`src/hdl/nsp_pkg.sv`:
```
// ----------------------------------------------------------------------------
// nsp_pkg
// shared types and constants of the note sequence player
// ----------------------------------------------------------------------------
`default_nettype none

package nsp_pkg;

  localparam int unsigned CMD_W       = 3;
  localparam int unsigned ADDR_W      = 10;
  localparam int unsigned FREQ_W      = 11;
  localparam int unsigned DUR_IN_W    = 12;
  localparam int unsigned LEN_W       = 11;
  localparam int unsigned NUM_W       = 24;
  localparam int unsigned GAP_W       = 8;
  localparam int unsigned POS_OUT_W   = 10;
  localparam int unsigned CFG_IDX_W   = 2;
  localparam int unsigned QUEUE_DEPTH = 4;

  localparam logic [NUM_W-1:0] TONE_NUM_RST = 24'd328125;
  localparam logic [GAP_W-1:0] GAP_RST      = 8'd10;

  localparam logic [CMD_W-1:0] CMD_TICK   = 3'd0;
  localparam logic [CMD_W-1:0] CMD_WRITE  = 3'd1;
  localparam logic [CMD_W-1:0] CMD_START  = 3'd2;
  localparam logic [CMD_W-1:0] CMD_EFFECT = 3'd3;
  localparam logic [CMD_W-1:0] CMD_STOP   = 3'd4;

  localparam logic [CFG_IDX_W-1:0] REG_TONE_NUMERATOR = 2'd0;
  localparam logic [CFG_IDX_W-1:0] REG_GAP_TICKS      = 2'd1;

  typedef enum logic [2:0] {
    OP_TICK,
    OP_WRITE,
    OP_START,
    OP_EFFECT,
    OP_STOP,
    OP_NONE
  } op_e;

  typedef enum logic [1:0] {
    MODE_OFF = 2'd0,
    MODE_ON  = 2'd1,
    MODE_GAP = 2'd2
  } mode_e;

  typedef enum logic [2:0] {
    S_IDLE,
    S_DUR_RD,
    S_DUR_CHK,
    S_NOTE_RD,
    S_NOTE_CHK,
    S_DIV,
    S_EMIT
  } back_state_e;

  typedef struct packed {
    op_e                 op;
    logic [ADDR_W-1:0]   addr;
    logic [FREQ_W-1:0]   freq;
    logic [DUR_IN_W-1:0] dur;
    logic [LEN_W-1:0]    len;
    logic                loop_flag;
  } nsp_item_t;

  typedef struct packed {
    logic [1:0]           play_state;
    logic                 tone_on;
    logic [NUM_W-1:0]     period_reload;
    logic [POS_OUT_W-1:0] note_position;
  } nsp_result_t;

endpackage

`default_nettype wire

```
`src/hdl/nsp_front.sv`:
```
// ----------------------------------------------------------------------------
// nsp_front
// accepts items, decodes the command and queues the decoded item
// ----------------------------------------------------------------------------
`default_nettype none

module nsp_front
  import nsp_pkg::*;
#(
  parameter int unsigned NOTE_DEPTH = 1024
) (
  input  wire logic                clk_i,
  input  wire logic                rst_ni,
  input  wire logic                push,
  output      logic                full,
  input  wire logic [CMD_W-1:0]    cmd_i,
  input  wire logic [ADDR_W-1:0]   note_address_i,
  input  wire logic [FREQ_W-1:0]   note_freq_i,
  input  wire logic [DUR_IN_W-1:0] note_dur_i,
  input  wire logic [LEN_W-1:0]    seq_length_i,
  input  wire logic                loop_flag_i,
  output      nsp_item_t           item_o,
  output      logic                item_valid_o,
  input  wire logic                item_pop_i
);

  localparam int unsigned AW     = $clog2(NOTE_DEPTH);
  localparam int unsigned LCW    = ((AW + 1) > LEN_W) ? (AW + 1) : LEN_W;
  localparam int unsigned PTR_W  = $clog2(QUEUE_DEPTH);
  localparam int unsigned CNT_W  = PTR_W + 1;
  localparam int unsigned MOD_SH = 27;
  localparam int unsigned MOD_MW = 24;
  localparam int unsigned MOD_M  = ((32'd1 << MOD_SH) + NOTE_DEPTH - 1) / NOTE_DEPTH;
  localparam int unsigned PW     = ADDR_W + MOD_MW;

  nsp_item_t        queue_q [QUEUE_DEPTH];
  logic [PTR_W-1:0] wr_ptr_q, wr_ptr_d;
  logic [PTR_W-1:0] rd_ptr_q, rd_ptr_d;
  logic [CNT_W-1:0] count_q, count_d;
  nsp_item_t        item_new;
  logic             push_ok;

  // remainder of the address by the store depth through a scaled reciprocal
  function automatic logic [ADDR_W-1:0] addr_mod(input logic [ADDR_W-1:0] a);
    logic [PW-1:0] prod;
    logic [PW-1:0] quo;
    prod = PW'(a) * PW'(MOD_M);
    quo  = prod >> MOD_SH;
    return ADDR_W'(PW'(a) - quo * PW'(NOTE_DEPTH));
  endfunction

  always_comb begin
    item_new           = '0;
    item_new.addr      = addr_mod(note_address_i);
    item_new.freq      = note_freq_i;
    item_new.dur       = note_dur_i;
    item_new.loop_flag = loop_flag_i;
    if (LCW'(seq_length_i) > LCW'(NOTE_DEPTH)) begin
      item_new.len = LEN_W'(NOTE_DEPTH);
    end else begin
      item_new.len = seq_length_i;
    end
    case (cmd_i)
      CMD_TICK:   item_new.op = OP_TICK;
      CMD_WRITE:  item_new.op = OP_WRITE;
      CMD_START:  item_new.op = OP_START;
      CMD_EFFECT: item_new.op = OP_EFFECT;
      CMD_STOP:   item_new.op = OP_STOP;
      default:    item_new.op = OP_NONE;
    endcase
  end

  assign full         = (count_q == CNT_W'(QUEUE_DEPTH));
  assign push_ok      = push && !full;
  assign item_valid_o = (count_q != '0);
  assign item_o       = queue_q[rd_ptr_q];

  always_comb begin
    wr_ptr_d = wr_ptr_q;
    rd_ptr_d = rd_ptr_q;
    count_d  = count_q;
    if (push_ok) begin
      wr_ptr_d = wr_ptr_q + PTR_W'(1);
    end
    if (item_pop_i) begin
      rd_ptr_d = rd_ptr_q + PTR_W'(1);
    end
    if (push_ok && !item_pop_i) begin
      count_d = count_q + CNT_W'(1);
    end else if (!push_ok && item_pop_i) begin
      count_d = count_q - CNT_W'(1);
    end
  end

  always_ff @(posedge clk_i or negedge rst_ni) begin
    if (!rst_ni) begin
      wr_ptr_q <= '0;
      rd_ptr_q <= '0;
      count_q  <= '0;
    end else begin
      wr_ptr_q <= wr_ptr_d;
      rd_ptr_q <= rd_ptr_d;
      count_q  <= count_d;
    end
  end

  always_ff @(posedge clk_i) begin
    if (push_ok) begin
      queue_q[wr_ptr_q] <= item_new;
    end
  end

endmodule

`default_nettype wire

```
`config.mk`:
```
export PLATFORM = sky130hd
export DESIGN_NAME = nsp_front
export DESIGN_NICKNAME = d
export VERILOG_FILES = /design/src/hdl/nsp_pkg.sv /design/src/hdl/nsp_front.sv
export SDC_FILE = /design/constraint.sdc
export NUM_CORES = 1
export LEC_CHECK = 0
export BUFFER_PORTS_ARGS = -buffer_cell sky130_fd_sc_hd__buf_2
export CAP_MARGIN = 10
export CORE_UTILIZATION = 61
export DETAILED_ROUTE_END_ITERATION = 10
export PLACE_DENSITY = 0.86
export REMOVE_ABC_BUFFERS = 1
export SYNTH_ARGS = -nofsm -noshare
export SYNTH_HDL_FRONTEND = slang
export SYNTH_SLANG_ARGS = --single-unit
```
`constraint.sdc`:
```
create_clock -name clk_i -period 4.9 [get_ports clk_i]
set_input_delay 1.225 -clock clk_i [delete_from_list [all_inputs] [get_ports clk_i]]
set_output_delay 1.225 -clock clk_i [all_outputs]
set_load 0.01 [all_outputs]
```
==> results.cfg <==
[critical_path]
cp-end-kind = primary output
cp.arrival_ns = 2.32
cp_max_fo = 50
path_class = reg2out
crit_required_ns = 3.67
cp_cell_sequence = mux4_2 > buf_2
critPathMaxStageDelay_ns = 1.04
slowest_stage = dfrtp_4
reg2reg_setup_slack_ns = 2.29
startpoint_type = flip-flop

[sta]
worst_clock_skew_ns = 0.00842
relSlewSlack_pct = 34.5
slew_viol_final = 0
hold_viol_final = 0
finalSetupViolCount = 0
fin_tns_setup_ns = 0
rsz0062_at_grt = no
period_needed_ns = 3.55
min_period_over_period_pct = 72.4
timing.fmax_mhz = 282
worstMarginPinSlew_ns = 0.982

[global_route]
grt-ovfl-total = 0
grt_pass1_wl_um = 19500
met2_usage_pct = 35.3
use_met1_pct = 29.9
antenna_found_initial = 0
grt_pass1_vias = 3506
use_met3_pct = 6.16
grt-busiest-layer = met2
grt_max_degree = 51
grt_usage_pct = 22.3

[pwr]
power.internal_w = 0.00379
clockPowerShare_pct = 27.0
power_frac_comb_pct = 25.1
sequentialPowerShare_pct = 47.9
p_leak_nw = 3.01
power.density_mw_per_mm2 = 609
switching_share_pct = 28.2
switchingPower_w = 0.00149
vdd_drop_max_uv = 320

[die]
start_util_pct = 62.4
die_area_sq_mm = 0.0127
ios = 102
core_area_sq_mm = 0.0120
dieWidth_um = 113
die_y_um = 113
rows = 40

[finish]
finalNetCount = 469
final_layout_size_suffix_gt1_share_pct = 45.3
instances_no_fill = 571
antenna_cells = 0
area_delta_synth_final_pct = 15.8

[drt]
drt_iter0_markers = 308
drt_pass1_iterations = 4
routed_via_density = 5.84
num_vias = 3332
routed_wl_um = 13000
wl_per_cell_um = 22.7
final_antenna_net_count = 0
drc = 0

[synth]
syn_area_per_cell_sq_um = 24.9
synth_edf_count = 192
yosys_warnings = 0
asyncSetResetFlopFracSynth_pct = 3.52
ys_types = 22
ys_ff_latch = 199
yosysSeqAreaShare_pct = 79.3
postSynthCellCount = 301
syn_area_sq_mm = 0.00749
yosys_most_used_dff = edfxtp_1

[clocking]
clock_sinks = 199
tritoncts = yes
post_cts_buffers = 0
ctsRootBufferMaster = clkbuf_16
cts.repair.resized = 0
cts_inserted_buffers = 17
clkTransAtPathRegs_ns = 0.07
cts_max_path_buffers = 2
htree_levels = 4
clk_latency_ns = 0.43
cts_hold_buf = 0

[place]
port_buffers = 101
gp_congestion = 0.696
dp.cells = 539
dpl.hpwl_um = 7630

[worst_hold_path]
hp-class = reg2reg

[job]
drv_cap = 0

[status]
status = finished clean
## per-layer routing
layer / share of wire, % / vias to the layer above
met5: 0 / -
met3: 6.3 / 13
met4: 1.6 / 0
met1: 40 / 1714
met2: 52 / 139
li1: - / 1466
## worst paths after layout
kind | from | end | cells past startpoint
max in group asynchronous | rst_ni | rd_ptr_q[0] | 1
hold reg to reg | count_q[2] | count_q[2] | 1
min in group asynchronous | rst_ni | count_q[0] | 1
setup reg to reg | count_q[2] | queue_q[1][39] | 4
setup / recovery | rd_ptr_q[0] | item_o[36] | 2
hold / removal | count_q[2] | count_q[2] | 1
## sequential cells by signal, indices dropped and copies added (netlist names)
signal	flops
wr_ptr_q	2
rd_ptr_q	2
queue_q	192
count_q	3
## logic make-up after synthesis
logic type      synth area share [%]
flops                           79.3
compound gates                 0.100
mux                             14.8
fa+ha+maj                       1.10
xor+xnor                       0.701
simple gates                    1.69
buf+inv                         2.35
## power by group through the flow
stage                     Combinational, W  Sequential [W]  Clock, W
after floorplan                   0.000867         0.00250         0
final                              0.00133         0.00253   0.00143
after CTS                          0.00135         0.00255   0.00145
after detailed placement           0.00134         0.00258         0
after global placement             0.00130         0.00255         0
after global routing               0.00142         0.00258   0.00151
## cells in the final DEF (no fill, tap or decap), drive strengths merged
| cell | n |
|---|---|
| or3 | 1 |
| bufinv | 4 |
| edfxtp | 192 |
| nand2 | 1 |
| xor2 | 3 |
| fa | 1 |
| nor2b | 12 |
| clkbuf | 18 |
| xnor2 | 3 |
| nor3b | 1 |
| mux4 | 48 |
| clkinvlp | 4 |
| clkinv | 5 |
| a21o | 1 |
| buf | 106 |
| ha | 5 |
| nor2 | 1 |
| mux2 | 2 |
| dfrtp | 7 |
| inv | 5 |
| and2 | 4 |
## synth_stat cells, drive strengths merged (2+ instances only)
cell type | count | area [sq um]
mux2 | 2 | 26.3
and2 | 4 | 25.0
dfrtp | 7 | 175
inv | 4 | 15.0
buf | 12 | 150
xnor2 | 3 | 26.3
clkbuf | 3 | 11.3
edfxtp | 192 | 5770
xor2 | 3 | 26.3
ha | 5 | 62.6
nor2b | 12 | 75.1
mux4 | 48 | 1080
## final cells by class
cell class,instances,area [sq um]
clock buffer,18,429
clock inverter,14,181
fill,707,3330
inverter,4,15.0
multi-input combinational,83,1380
sequential,199,5950
tap,147,184
timing repair buffer,106,543
## stage by stage
step	utilization [%]	area [sq um]	power, W	hold slack [ns]	setup slack (ns)
2_1_floorplan	-	7330	0.00337	0.445	0.980
3_3_place_gp	67.2	8070	0.00385	0.470	1.67
3_5_place_dp	67.2	8070	0.00391	0.508	1.53
4_1_cts	72.3	8680	0.00534	0.520	1.27
5_1_grt	72.3	8680	0.00551	0.545	1.18
6_report	72.3	8680	0.00528	0.517	1.35
## critical path, delay by kind of cell, from the launching register on
family                 cells  cell delay (ns)
buffers and inverters      1             0.16
muxes                      1             0.63
DFF                        1             1.04
(Power assumes the default switching activity.)
